==> src/hw/rtl/sfp_pkg.sv <==
// Shared types and constants for the serial frame parser with CRC-16 check.
// Holds the parse phase and status codes and the result record passed
// from the parser core to the top level. No dependencies.
package sfp_pkg;

   localparam int MaxFrameDef = 128;
   localparam int CountW      = 8;

   localparam logic [7:0]  HdrByte0 = 8'h66;
   localparam logic [7:0]  HdrByte1 = 8'h68;
   localparam logic [7:0]  EndByte0 = 8'h5B;
   localparam logic [7:0]  EndByte1 = 8'h81;
   localparam logic [15:0] CrcInit  = 16'hFFFF;
   localparam logic [15:0] CrcPoly  = 16'hA001;

   typedef enum logic [1:0] {
      PhHunt1,
      PhHunt2,
      PhCollect,
      PhAwait
   } phase_type;

   typedef enum logic [1:0] {
      StatOk       = 2'd0,
      StatCrcErr   = 2'd1,
      StatShort    = 2'd2,
      StatOverflow = 2'd3
   } status_type;

   typedef struct packed {
      status_type         frame_status;
      logic [7:0]         frame_type;
      logic [7:0]         command_code;
      logic signed [31:0] word_x;
      logic signed [31:0] word_y;
      logic [7:0]         payload_length;
   } result_type;

endpackage

==> src/hw/rtl/sfp_parser.sv <==
// Frame parser core: header hunt, byte counting, delayed CRC-16 and the
// captured header fields. One byte is consumed per enabled cycle and a
// result record is formed in the same cycle. Depends on sfp_pkg.
module sfp_parser #(
   parameter int MAX_FRAME = sfp_pkg::MaxFrameDef
) (
   input  logic               clock,
   input  logic               reset,
   input  logic               byte_valid,
   input  logic [7:0]         byte_data,
   output logic               res_valid,
   output sfp_pkg::result_type res
);
   import sfp_pkg::*;

   localparam logic [CountW-1:0] MaxFrameC = CountW'(MAX_FRAME);

   phase_type         phase_ff, phase_in;
   logic [CountW-1:0] count_ff, count_in;
   logic [15:0]       crc_ff, crc_in;
   logic [7:0]        tail_ff [4];
   logic [7:0]        hdr_ff [10];
   logic              tail_shift;
   logic              hdr_we;
   logic [3:0]        hdr_idx;
   logic [15:0]       rx_crc;
   logic [CountW-1:0] len;

   function automatic logic [15:0] crc_byte(input logic [15:0] crc, input logic [7:0] b);
      logic [15:0] c;
      c = crc ^ {8'h00, b};
      for (int k = 0; k < 8; k++) begin
         if (c[0]) begin
            c = (c >> 1) ^ CrcPoly;
         end else begin
            c = c >> 1;
         end
      end
      return c;
   endfunction

   assign hdr_idx = 4'(count_ff - CountW'(2));
   assign rx_crc  = {tail_ff[2], tail_ff[1]};
   assign len     = count_ff - CountW'(5);

   always_comb begin
      phase_in   = phase_ff;
      count_in   = count_ff;
      crc_in     = crc_ff;
      tail_shift = 1'b0;
      hdr_we     = 1'b0;
      res_valid  = 1'b0;
      res        = '0;
      if (byte_valid) begin
         unique case (phase_ff)
            PhHunt1: begin
               if (byte_data == HdrByte0) begin
                  phase_in = PhHunt2;
               end
            end
            PhHunt2: begin
               if (byte_data == HdrByte1) begin
                  phase_in = PhCollect;
                  count_in = CountW'(2);
                  crc_in   = CrcInit;
               end else if (byte_data != HdrByte0) begin
                  phase_in = PhHunt1;
               end
            end
            PhCollect, PhAwait: begin
               if (count_ff >= MaxFrameC) begin
                  phase_in               = PhHunt1;
                  count_in               = '0;
                  res_valid              = 1'b1;
                  res.frame_status       = StatOverflow;
                  res.frame_type         = hdr_ff[0];
                  res.command_code       = hdr_ff[1];
                  res.word_x             = {hdr_ff[5], hdr_ff[4], hdr_ff[3], hdr_ff[2]};
                  res.word_y             = {hdr_ff[9], hdr_ff[8], hdr_ff[7], hdr_ff[6]};
               end else begin
                  count_in   = count_ff + CountW'(1);
                  tail_shift = 1'b1;
                  hdr_we     = (count_ff >= CountW'(2)) && (count_ff < CountW'(12));
                  if (count_ff >= CountW'(6)) begin
                     crc_in = crc_byte(crc_ff, tail_ff[0]);
                  end
                  if ((phase_ff == PhAwait) && (byte_data == EndByte1)) begin
                     phase_in  = PhHunt1;
                     count_in  = '0;
                     res_valid = 1'b1;
                     if (count_ff < CountW'(5)) begin
                        res.frame_status = StatShort;
                     end else begin
                        res.frame_status   = (rx_crc == crc_in) ? StatOk : StatCrcErr;
                        res.payload_length = len;
                        if (count_ff >= CountW'(6)) begin
                           res.frame_type = hdr_ff[0];
                        end
                        if (count_ff >= CountW'(7)) begin
                           res.command_code = hdr_ff[1];
                        end
                        if (count_ff >= CountW'(11)) begin
                           res.word_x = {hdr_ff[5], hdr_ff[4], hdr_ff[3], hdr_ff[2]};
                        end
                        if (count_ff >= CountW'(15)) begin
                           res.word_y = {hdr_ff[9], hdr_ff[8], hdr_ff[7], hdr_ff[6]};
                        end
                     end
                  end else begin
                     phase_in = (byte_data == EndByte0) ? PhAwait : PhCollect;
                  end
               end
            end
            default: begin
               phase_in = PhHunt1;
            end
         endcase
      end
   end

   always_ff @(posedge clock) begin
      if (reset) begin
         phase_ff <= PhHunt1;
         count_ff <= '0;
         crc_ff   <= CrcInit;
      end else begin
         phase_ff <= phase_in;
         count_ff <= count_in;
         crc_ff   <= crc_in;
      end
   end

   always_ff @(posedge clock) begin
      if (tail_shift) begin
         for (int i = 0; i < 3; i++) begin
            tail_ff[i] <= tail_ff[i+1];
         end
         tail_ff[3] <= byte_data;
      end
      if (hdr_we) begin
         hdr_ff[hdr_idx] <= byte_data;
      end
   end

endmodule

==> src/hw/rtl/serial_frame_parser_crc16.sv <==
// Top level of the serial frame parser with CRC-16 check: input byte
// register, parser core and result register with valid/ready handshakes.
// Depends on sfp_pkg and sfp_parser.
//
//   channel  direction  payload
//   req_     in         rx_byte (8 bit)
//   rsp_     out        frame_status, frame_type, command_code, word_x,
//                       word_y, payload_length
//
// One byte per cycle is sustained while results are taken: a byte is held
// in the input register and its result, if any, is registered in the
// result register. The parser core does header hunt, CRC-16 and field
// capture combinationally between the two registers. Reset is synchronous
// and clears both valid flags and the parse state. A stalled result holds
// the input register, which then holds req_ready low.
module serial_frame_parser_crc16 #(
   parameter int MAX_FRAME = sfp_pkg::MaxFrameDef
) (
   input  logic               clock,
   input  logic               reset,
   input  logic               req_valid,
   output logic               req_ready,
   input  logic [7:0]         req_rx_byte,
   output logic               rsp_valid,
   input  logic               rsp_ready,
   output logic [1:0]         rsp_frame_status,
   output logic [7:0]         rsp_frame_type,
   output logic [7:0]         rsp_command_code,
   output logic signed [31:0] rsp_word_x,
   output logic signed [31:0] rsp_word_y,
   output logic [7:0]         rsp_payload_length
);
   import sfp_pkg::*;

   logic       in_valid_ff, in_valid_in;
   logic [7:0] in_byte_ff;
   logic       out_valid_ff, out_valid_in;
   result_type out_ff;
   logic       advance;
   logic       res_valid;
   result_type res;

   assign advance   = in_valid_ff && (!out_valid_ff || rsp_ready);
   assign req_ready = !in_valid_ff || advance;

   sfp_parser #(
      .MAX_FRAME(MAX_FRAME)
   ) u_parser (
      .clock      (clock),
      .reset      (reset),
      .byte_valid (advance),
      .byte_data  (in_byte_ff),
      .res_valid  (res_valid),
      .res        (res)
   );

   always_comb begin
      in_valid_in = in_valid_ff;
      if (req_ready) begin
         in_valid_in = req_valid;
      end
      out_valid_in = out_valid_ff;
      if (advance) begin
         out_valid_in = res_valid;
      end else if (rsp_ready) begin
         out_valid_in = 1'b0;
      end
   end

   always_ff @(posedge clock) begin
      if (reset) begin
         in_valid_ff  <= 1'b0;
         out_valid_ff <= 1'b0;
      end else begin
         in_valid_ff  <= in_valid_in;
         out_valid_ff <= out_valid_in;
      end
   end

   always_ff @(posedge clock) begin
      if (req_valid && req_ready) begin
         in_byte_ff <= req_rx_byte;
      end
      if (advance && res_valid) begin
         out_ff <= res;
      end
   end

   assign rsp_valid          = out_valid_ff;
   assign rsp_frame_status   = 2'(out_ff.frame_status);
   assign rsp_frame_type     = out_ff.frame_type;
   assign rsp_command_code   = out_ff.command_code;
   assign rsp_word_x         = out_ff.word_x;
   assign rsp_word_y         = out_ff.word_y;
   assign rsp_payload_length = out_ff.payload_length;

endmodule
==> config.mk <==
export PLATFORM = sky130hd
export DESIGN_NAME = serial_frame_parser_crc16
export DESIGN_NICKNAME = d
export VERILOG_FILES = /design/src/hw/rtl/sfp_pkg.sv /design/src/hw/rtl/sfp_parser.sv /design/src/hw/rtl/serial_frame_parser_crc16.sv
export SDC_FILE = /design/constraint.sdc
export NUM_CORES = 1
export LEC_CHECK = 0
export BUFFER_PORTS_ARGS = -buffer_cell sky130_fd_sc_hd__buf_2
export CORE_ASPECT_RATIO = 0.7
export CORE_MARGIN = 5
export CORE_UTILIZATION = 45
export CTS_CLUSTER_DIAMETER = 200
export DETAILED_ROUTE_END_ITERATION = 10
export GPL_TIMING_DRIVEN = 0
export HOLD_SLACK_MARGIN = 0.05
export PLACE_DENSITY = 0.71
export SLEW_MARGIN = 30
export SYNTH_ARGS = -nofsm -noshare
export SYNTH_HDL_FRONTEND = slang
export SYNTH_SLANG_ARGS = --single-unit
==> constraint.sdc <==
create_clock -name clock -period 6.8 [get_ports clock]
set_input_delay 0.34 -clock clock [delete_from_list [all_inputs] [get_ports clock]]
set_output_delay 0.34 -clock clock [all_outputs]
set_load 0.005 [all_outputs]
==> results.py, run 1 <==
metrics = {
    "floorplanning": {
        "floorplan.core_area_um2": 19900,
        "die_w_um": 180,
        "rows": 43,
        "num_io_pins": 104,
        "dieArea_um2": 23300,
        "start_util": 0.459,
        "die_height_um": 129,
    },
    "synthesis": {
        "synth-edff-count": 210,
        "synth.top_cells.by_area": "sky130_fd_sc_hd__edfxtp_1 (69%), sky130_fd_sc_hd__and2_1 (6.2%), sky130_fd_sc_hd__dfxtp_1 (6.1%)",
        "synth_fp_nets": 610,
        "synth-adder-area-share": 0.0123,
        "synth_simple_gate_area_share": 0.125,
        "postSynth.asyncResetShare": 0,
        "synthesis.area_per_instance_um2": 15.5,
        "synth_flop_cell": "sky130_fd_sc_hd__edfxtp_1",
        "complex_gate_fraction_of_the_synthesized_area": 0.0357,
        "synth_mux_area_frac": 0.00657,
        "post-synth-top-area-fraction": 0.690,
        "synth_cells": 589,
        "synth-xor-area-share": 0.0564,
        "yosysWarnings": 0,
        "synth_top_family_by_area": "simple AND/OR/NAND/NOR gates",
        "syn_area_um2": 9140,
        "synth.distinct_cells": 49,
        "ys_seq_elements": 238,
        "synth-seq-area-share": 0.751,
        "synth_area_leader_cell": "sky130_fd_sc_hd__edfxtp_1",
    },
    "cts": {
        "clk_root_buffer_cell": "sky130_fd_sc_hd__clkbuf_16",
        "tritoncts": "yes",
        "max-clock-path-buffers": 3,
        "clkLatencyLatePin_ns": 0.50,
        "clkSinkCount": 238,
        "htree_levels": 1,
        "cts.clk_slew.worst_paths_ns": 0.06,
        "post_cts_resized": 0,
        "cts_buffers": 22,
    },
    "setup_path": {
        "cp.required_ns": 6.96,
        "critical_path_arrival_ns": 3.23,
        "cp-start-kind": "flip-flop",
        "worst-path-max-fanout": 18,
        "worst_path_class_setup": "flip-flop to flip-flop",
        "endpoint_kind": "flip-flop",
    },
    "grt": {
        "overflow": 0,
        "largest_net_degree_at_the_start_of_global_routing": 26,
        "first_global_vias": 5094,
        "grt_first_pass_wirelength_um": 28900,
        "grt_util_all_layers": 0.157,
        "grt_antenna_before_repair": 0,
    },
    "place": {
        "dp.final_hpwl_um": 12300,
        "place.port_buffers": 103,
        "final_replace_weighted_congestion": 0.842,
    },
    "run_status": {
        "status": "finished, final reports clean",
    },
    "timing": {
        "drv_slew": 0,
        "period_needed_ns": 3.06,
        "number_of_setup_violations_in_the_final_report": 0,
        "rsz0062_at_grt": "no",
        "tightest_slew_ns": 0.727,
        "post-route-period-util": 0.451,
        "timing.max_slew.rel_slack": 0.515,
        "hold_viol": 0,
        "achievable-frequency_mhz": 326,
        "fin_skew_ns": 0.0108,
        "whs_ns": 0.104,
    },
    "run": {
        "max_cap_viol_count": 0,
    },
    "detailed_routing": {
        "avgViaCountPerCell": 5.00,
        "wirelength_um": 18300,
        "detailedRoute.firstPassIterationCount": 5,
        "route.antenna.remaining_nets": 0,
        "drc": 0,
        "dr.first_iter.drc_count": 468,
        "route.detailed.wl_per_inst_um": 18.1,
        "detailroute.via_count": 5074,
    },
    "final_layout": {
        "synthToLayoutAreaGrowth_pct": 19.9,
        "final_nets": 750,
        "antenna-diode-count": 0,
        "layout-drive-gt1-share": 0.208,
        "utilization": 0.550,
    },
    "power": {
        "worst_ir_drop_vdd_v": 0.000125,
        "cellPowerDensity_nw_per_um2": 260,
        "p_int_mw": 2.31,
        "switching_share": 0.190,
        "power.share.combinational": 0.006,
        "power.sequential.fraction": 0.564,
        "share_clk_of_total_power": 0.430,
        "netSwitchingPower_mw": 0.540,
        "total_leakage_power_nw": 4.24,
        "power_mw": 2.85,
    },
    "worst_hold_path": {
        "hold_path.class": "primary input to flip-flop",
    },
}
==> registers in the layout, indices dropped and copies added, names as in the netlist <==
name                flops
rsp_command_code        8
rsp_payload_length      8
rsp_frame_status        2
in_valid_ff             1
u_parser.crc_ff        16
rsp_frame_type          8
u_parser.tail_ff       32
u_parser.count_ff       8
u_parser.hdr_ff        80
rsp_word_y             32
in_byte_ff              8
rsp_word_x             32
u_parser.phase_ff       2
rsp_valid               1
==> routing by layer <==
layer,global-route usage,vias to the layer above,routed length (um)
li1,-,2403,-
met1,0.232,2439,8480
met2,0.237,207,8000
met3,0.0387,25,1530
met4,0.0404,0,340
met5,0,-,0
==> repair_timing <==
action                    4_1_cts  5_1_grt
hold buffers                    8        0
setup buffers                   0        0
hold endpoints to repair        8        0
==> through the flow <==
step | setup slack (ns) | TNS (ns) | instances | area [um2]
floorplan | 1.26 | 0 | 589 | 9140
detailed placement | 3.59 | 0 | 967 | 10100
global route | 3.45 | 0 | 1015 | 11000
finish | 3.74 | 0 | 1015 | 11000
CTS | 3.58 | 0 | 1015 | 11000
global placement | -0.438 | -29.90 | 962 | 10000
==> cell type report <==
cell class	count	area, um2
fillers	1579	8950
flip-flops and latches	238	6870
multi-input cells	319	2170
repair buffers	116	733
clock buffers	26	566
well taps	270	338
clock inverters	14	159
plain buffers	20	77.6
inverters	12	45.0
==> power groups by stage <==
stage / logic [mW] / registers [mW] / clock network (mW)
final: 0.0159 / 1.61 / 1.23
after global routing: 0.0174 / 1.61 / 1.31
after CTS: 0.0157 / 1.61 / 1.25
after detailed placement: 0.0122 / 1.64 / 0
after global placement: 0.0116 / 1.64 / 0
after floorplan: 0.00626 / 1.62 / 0
==> worst paths after layout <==
check,startpoint,to,slack (ns),depth (start not counted)
min reg2reg,u_parser.tail_ff[3][7],u_parser.tail_ff[2][7],0.42,0
min,reset,u_parser.crc_ff[0],0.10,2
max,rsp_valid,u_parser.hdr_ff[6][0],3.74,7
max reg2reg,rsp_valid,u_parser.hdr_ff[6][0],3.74,7
==> synthesized netlist by cell type (4+ instances only) <==
cell type,n
sky130_fd_sc_hd__edfxtp_1,210
sky130_fd_sc_hd__inv_1,12
sky130_fd_sc_hd__dfxtp_1,28
sky130_fd_sc_hd__mux2i_1,6
sky130_fd_sc_hd__ha_1,9
sky130_fd_sc_hd__a21oi_1,16
sky130_fd_sc_hd__o21ai_0,6
sky130_fd_sc_hd__nor2_1,38
sky130_fd_sc_hd__nand4_1,4
sky130_fd_sc_hd__xnor2_1,28
sky130_fd_sc_hd__o22ai_1,14
sky130_fd_sc_hd__nor3_1,10
sky130_fd_sc_hd__nand2_1,14
sky130_fd_sc_hd__and2_1,91
sky130_fd_sc_hd__xor2_1,20
sky130_fd_sc_hd__clkbuf_1,17
sky130_fd_sc_hd__nand3_1,4
sky130_fd_sc_hd__nand2b_1,19
==> layout by cell type, fill, tap and decap left out, drive strengths merged, types with 6 or more instances in the layout <==
cell / n
o22ai: 14
clkinv: 9
edfxtp: 210
xnor2: 30
and2: 92
o21ai: 6
inv: 13
dlygate4sd3: 8
buf: 111
xor2: 21
nor3: 10
mux2i: 6
a21oi: 16
nor2: 38
dfxtp: 28
clkbuf: 43
nand2: 14
ha: 9
nand2b: 19
==> logic make-up (layout without fill, tap and decap cells) <==
logic type | Yosys count | in the layout
and+or+nand+nor | 199 | 199
buffers and inverters | 32 | 188
muxes | 6 | 6
DFF | 238 | 238
AOI/OAI and AO/OA | 52 | 52
adders and majority gates | 9 | 9
xor gates and xnor gates | 53 | 53
==> worst max-delay path, stage by stage (launching register included) <==
cell	delay [ns]
sky130_fd_sc_hd__dfxtp_1	0.33
sky130_fd_sc_hd__nand2b_1	0.09
sky130_fd_sc_hd__and2_0	0.30
sky130_fd_sc_hd__nand2_1	0.35
sky130_fd_sc_hd__nor2_4	0.58
sky130_fd_sc_hd__and3_1	0.28
sky130_fd_sc_hd__nor3b_1	0.37
sky130_fd_sc_hd__and2_1	0.43
(Power assumes the default switching activity.)
==> run 2: changes to the inputs <==
==> constraint.sdc (replaced) <==
create_clock -name clock -period 3.15 [get_ports clock]
set_input_delay 0.1575 -clock clock [delete_from_list [all_inputs] [get_ports clock]]
set_output_delay 0.1575 -clock clock [all_outputs]
set_load 0.005 [all_outputs]
==> results.py, run 2 (synthesized netlist as in run 1, its figures left out) <==
metrics = {
    "run_status": {
        "status": "finished, final reports clean",
    },
    "final_layout": {
        "layout-drive-gt1-share": 0.219,
        "most-common-layout-cells": "sky130_fd_sc_hd__edfxtp_1 (210), sky130_fd_sc_hd__buf_2 (105), sky130_fd_sc_hd__and2_1 (91), sky130_fd_sc_hd__nor2_1 (36)",
        "finalInstanceArea_um2": 11100,
        "final_nets": 759,
        "layout.cells.most_common": "sky130_fd_sc_hd__edfxtp_1",
        "fillers": 1573,
        "finish.cell_count_without_fillers": 1025,
        "synthToLayoutAreaGrowth_pct": 21.5,
        "largest_reg_flops": 80,
        "regMostFlops": "u_parser.hdr_ff",
        "utilization": 0.558,
        "antenna-diode-count": 0,
    },
    "grt": {
        "grt_antenna_before_repair": 1,
        "grt_first_pass_wirelength_um": 28000,
        "first_global_vias": 4954,
        "overflow": 0,
        "grt_util_all_layers": 0.153,
        "largest_net_degree_at_the_start_of_global_routing": 28,
    },
    "cts": {
        "max-clock-path-buffers": 3,
        "htree_levels": 1,
        "cts_buffers": 23,
        "tritoncts": "yes",
        "clk_root_buffer_cell": "sky130_fd_sc_hd__clkbuf_16",
        "clkLatencyLatePin_ns": 0.52,
        "cts.clk_slew.worst_paths_ns": 0.07,
        "clkSinkCount": 238,
    },
    "timing": {
        "setup_total_negative_slack_ns": 0,
        "achievable-frequency_mhz": 336,
        "timing.max_slew.rel_slack": 0.470,
        "tightest_slew_ns": 0.795,
        "hold_viol": 0,
        "drv_slew": 0,
        "finalWorstSetupSlack_ns": 0.172,
        "rsz0062_at_grt": "no",
        "number_of_setup_violations_in_the_final_report": 0,
        "whs_ns": 0.348,
        "post-route-period-util": 0.945,
        "fin_skew_ns": 0.0167,
        "period_needed_ns": 2.98,
    },
    "setup_path": {
        "cp-start-kind": "flip-flop",
        "endpoint_kind": "flip-flop",
        "cp.required_ns": 3.61,
        "worst_path_class_setup": "flip-flop to flip-flop",
        "worst-path-max-fanout": 13,
        "critical_path_arrival_ns": 3.44,
    },
    "detailed_routing": {
        "route.detailed.wl_per_inst_um": 18.0,
        "route.antenna.remaining_nets": 0,
        "drc": 0,
        "detailroute.via_count": 5187,
        "wirelength_um": 18400,
        "dr.first_iter.drc_count": 403,
        "avgViaCountPerCell": 5.06,
        "detailedRoute.firstPassIterationCount": 4,
    },
    "run": {
        "max_cap_viol_count": 0,
    },
    "place": {
        "final_replace_weighted_congestion": 0.870,
        "place_worst_setup_slack_ns": -0.0304,
        "place.port_buffers": 103,
        "post-place-cells": 967,
        "dp.final_hpwl_um": 12300,
        "placement.cell_area_um2": 10100,
    },
    "power": {
        "total_leakage_power_nw": 3.57,
        "power_mw": 6.39,
        "worst_ir_drop_vdd_v": 0.000351,
        "cellPowerDensity_nw_per_um2": 575,
    },
    "floorplanning": {
        "rows": 43,
        "die_height_um": 129,
        "start_util": 0.459,
        "floorplan.core_area_um2": 19900,
        "dieArea_um2": 23300,
        "die_w_um": 180,
        "num_io_pins": 104,
    },
    "worst_hold_path": {
        "hold_path.class": "primary input to flip-flop",
    },
}
run 2: changes by cell type in the layout (fill, tap and decap cells not counted):
cell / delta
sky130_fd_sc_hd__buf_4: +4
sky130_fd_sc_hd__bufinv_16: +1
sky130_fd_sc_hd__clkbuf_1: -4
sky130_fd_sc_hd__clkbuf_16: +1
sky130_fd_sc_hd__clkinv_2: -2
sky130_fd_sc_hd__clkinv_4: +3
sky130_fd_sc_hd__clkinv_8: -1
sky130_fd_sc_hd__clkinvlp_4: +4
sky130_fd_sc_hd__dlygate4sd3_1: +4
sky130_fd_sc_hd__inv_16: +1
sky130_fd_sc_hd__inv_6: -1
run 2: timing repair:
item	4_1_cts	5_1_grt
hold buffers	12	0
resized for setup	1	0
setup endpoints to repair	10	4
hold endpoints to repair	11	0
buffers inserted	0	4
run 2: routing by layer:
metal	part of all wire	routed length, um	vias to the layer above	track usage
met5	0.00038	7	-	0
met3	0.082	1510	34	0.0407
met1	0.47	8700	2523	0.228
li1	-	-	2424	-
met4	0.021	389	2	0.0400
met2	0.42	7830	204	0.225
run 2: report_power, final:
part | internal (mW) | switching [mW]
Combinational | 0.0268 | 0.0260
Sequential | 3.42 | 0.0419
Clock | 1.69 | 1.19
run 2: worst max-delay path: stages (launching register included):
cell and delay [ns]:
sky130_fd_sc_hd__edfxtp_1 0.87, sky130_fd_sc_hd__and4b_1 0.34, sky130_fd_sc_hd__nand4b_1 0.16, sky130_fd_sc_hd__a21bo_2 0.28
sky130_fd_sc_hd__a211oi_2 0.52, sky130_fd_sc_hd__clkbuf_1 0.48, sky130_fd_sc_hd__o22ai_1 0.17, sky130_fd_sc_hd__nand2b_1 0.11
run 2: path summary, 6_finish.rpt:
kind | startpoint | endpoint | slack, ns | depth (start not counted)
worst min register to register | u_parser.tail_ff[3][6] | u_parser.tail_ff[2][6] | 0.42 | 0
worst max-delay path | in_byte_ff[5] | u_parser.crc_ff[2] | 0.17 | 7
worst max register to register | in_byte_ff[5] | u_parser.crc_ff[2] | 0.17 | 7
worst min-delay path | req_rx_byte[2] | in_byte_ff[2] | 0.35 | 2
run 2: final cells by class:
cell class | count | area, um2 | share of cell area
inverter | 12 | 45.0 | 0.00405
tap | 270 | 338 | 0.0304
timing repair buffer | 124 | 803 | 0.0723
buffer | 20 | 77.6 | 0.00698
sequential | 238 | 6870 | 0.618
clock buffer | 23 | 576 | 0.0518
clock inverter | 19 | 230 | 0.0207
multi-input combinational | 319 | 2170 | 0.196
==> run 3: changes to the inputs <==
--- a/config.mk
+++ b/config.mk
@@ -9,7 +9,8 @@
 export CORE_ASPECT_RATIO = 0.7
 export CORE_MARGIN = 5
 export CORE_UTILIZATION = 45
-export CTS_CLUSTER_DIAMETER = 200
+export CTS_BUF_LIST = sky130_fd_sc_hd__clkbuf_8
+export CTS_CLUSTER_DIAMETER = 150
 export DETAILED_ROUTE_END_ITERATION = 10
 export GPL_TIMING_DRIVEN = 0
 export HOLD_SLACK_MARGIN = 0.05
==> results.py, run 3 (synthesized netlist as in run 1, its figures left out) <==
metrics = {
    "setup_path": {
        "worst_r2r_startpoint": "in_byte_ff[5]",
        "worst-path-max-fanout": 13,
        "timing.reg2reg.worst_path_depth": 7,
        "cp.required_ns": 3.50,
        "r2r_end": "rsp_word_y[6]",
        "critical_path_arrival_ns": 3.32,
        "endpoint_kind": "flip-flop",
        "regToRegSetupSlack_ns": 0.18,
        "worst_path_class_setup": "flip-flop to flip-flop",
        "cp-start-kind": "flip-flop",
    },
    "final_layout": {
        "regMostFlops": "u_parser.hdr_ff",
        "synthToLayoutAreaGrowth_pct": 19.2,
        "final_nets": 774,
        "largest_reg_flops": 80,
        "finalInstanceArea_um2": 10900,
        "layout.cells.most_common": "sky130_fd_sc_hd__edfxtp_1",
        "antenna-diode-count": 0,
        "most-common-layout-cells": "sky130_fd_sc_hd__edfxtp_1 (210), sky130_fd_sc_hd__buf_2 (105), sky130_fd_sc_hd__and2_1 (91), sky130_fd_sc_hd__nor2_1 (36), sky130_fd_sc_hd__clkbuf_8 (35)",
        "layout-drive-gt1-share": 0.218,
    },
    "grt": {
        "grt_first_pass_wirelength_um": 28000,
        "met2_resource_use_gr": 0.225,
        "overflow": 0,
        "largest_net_degree_at_the_start_of_global_routing": 28,
        "first_global_vias": 5061,
        "grt_antenna_before_repair": 0,
        "grt_util_all_layers": 0.154,
        "grtUsageMet3": 0.0446,
        "use_met1": 0.228,
        "grt_busiest_layer": "met1",
    },
    "cts": {
        "cts.clk_slew.worst_paths_ns": 0.06,
        "htree_levels": 2,
        "clk_root_buffer_cell": "sky130_fd_sc_hd__clkbuf_8",
        "clkLatencyLatePin_ns": 0.50,
        "max-clock-path-buffers": 3,
        "cts_buffers": 35,
        "tritoncts": "yes",
        "clkSinkCount": 238,
    },
    "power": {
        "cellPowerDensity_nw_per_um2": 516,
        "total_leakage_power_nw": 3.55,
        "power.sequential.fraction": 0.615,
        "netSwitchingPower_mw": 1.13,
        "share_clk_of_total_power": 0.373,
        "power.share.combinational": 0.012,
        "p_int_mw": 4.48,
        "power_mw": 5.62,
        "switching_share": 0.202,
        "worst_ir_drop_vdd_v": 0.000266,
    },
    "floorplanning": {
        "floorplan.core_area_um2": 19900,
        "die_w_um": 180,
        "rows": 43,
        "num_io_pins": 104,
        "start_util": 0.459,
        "die_height_um": 129,
        "dieArea_um2": 23300,
    },
    "timing": {
        "tightest_slew_ns": 0.764,
        "period_needed_ns": 2.97,
        "number_of_setup_violations_in_the_final_report": 0,
        "achievable-frequency_mhz": 337,
        "timing.max_slew.rel_slack": 0.491,
        "finalWorstSetupSlack_ns": 0.183,
        "drv_slew": 0,
        "fin_skew_ns": 0.0125,
        "post-route-period-util": 0.942,
        "hold_viol": 0,
        "rsz0062_at_grt": "no",
    },
    "detailed_routing": {
        "avgViaCountPerCell": 4.98,
        "drc": 0,
        "wirelength_um": 18400,
        "route.detailed.wl_per_inst_um": 17.6,
        "route.antenna.remaining_nets": 0,
        "dr.first_iter.drc_count": 434,
        "detailroute.via_count": 5188,
        "detailedRoute.firstPassIterationCount": 6,
    },
    "worst_hold_path": {
        "hold_path.startpoint": "req_rx_byte[2]",
        "worst_hold_path.num_cells": 2,
        "hold_path.class": "primary input to flip-flop",
        "timing.hold.worst_endpoint": "in_byte_ff[2]",
    },
    "run_status": {
        "status": "finished, final reports clean",
    },
    "run": {
        "max_cap_viol_count": 0,
    },
    "place": {
        "place.port_buffers": 103,
        "dp.final_hpwl_um": 12300,
        "place_worst_setup_slack_ns": -0.0304,
        "placement.cell_area_um2": 10100,
        "final_replace_weighted_congestion": 0.870,
    },
}
-- run 3: cell count changes in the layout (fill, tap and decap cells not counted), sizes merged --
cell / delta
clkinvlp: -5
clkbuf: +12
clkinv: -5
buf: +3
inv: +15
bufinv: -4
-- run 3: power by group through the flow --
stage | Clock (mW) | Sequential (mW) | Combinational, mW
after floorplan | 0 | 3.51 | 0.0135
after global placement | 0 | 3.54 | 0.0247
after detailed placement | 0 | 3.54 | 0.0262
after CTS | 2.17 | 3.47 | 0.0376
after global routing | 2.31 | 3.45 | 0.0716
final | 2.10 | 3.45 | 0.0667
-- run 3: worst max path at each step --
stage,start,to,cells after the start
2_1_floorplan,rsp_valid,u_parser.hdr_ff[5][0],7
3_3_place_gp,rsp_valid,u_parser.hdr_ff[5][6],7
3_5_place_dp,in_byte_ff[5],u_parser.crc_ff[3],7
4_1_cts,in_byte_ff[7],rsp_word_y[30],7
5_1_grt,in_byte_ff[0],rsp_word_y[6],8
6_report,in_byte_ff[5],rsp_word_y[6],7
-- run 3: timing repair --
item	CTS	global route
hold buffers	12	0
resized for setup	1	0
gates cloned	0	0
buffers inserted	0	7
setup endpoints to repair	10	30
hold endpoints to repair	11	0
-- run 3: metal layers --
layer  part of all wire  up-vias
met5                  0        -
met3              0.093       32
met2               0.42      217
met4              0.015        0
met1               0.47     2495
li1                   -     2444
-- run 3: worst max-delay path, stage by stage (launching register included) --
cell                       delay, ns
sky130_fd_sc_hd__edfxtp_1       0.71
sky130_fd_sc_hd__nor3_1         0.46
sky130_fd_sc_hd__nand3_1        0.19
sky130_fd_sc_hd__nor2_1         0.37
sky130_fd_sc_hd__a21oi_1        0.11
sky130_fd_sc_hd__nor2_1         0.42
sky130_fd_sc_hd__clkbuf_1       0.32
sky130_fd_sc_hd__and2_1         0.23
-- run 3: per-stage QoR --
step	instances	utilization	hold slack, ns	TNS (ns)
after floorplan	589	-	0.256	0
after global placement	962	0.503	0.336	-106.78
after detailed placement	967	0.510	0.337	-0.107
after CTS	1034	0.545	0.340	0
after global routing	1041	0.547	0.350	0
final	1041	0.547	0.372	0
-- run 3: final cells by class --
class	instances	area, um2
sequential	238	6870
inverter	12	45.0
clock inverter	20	87.6
buffer	20	77.6
multi-input combinational	319	2170
clock buffer	35	482
timing repair buffer	127	826
tap	270	338
fill	1594	9010
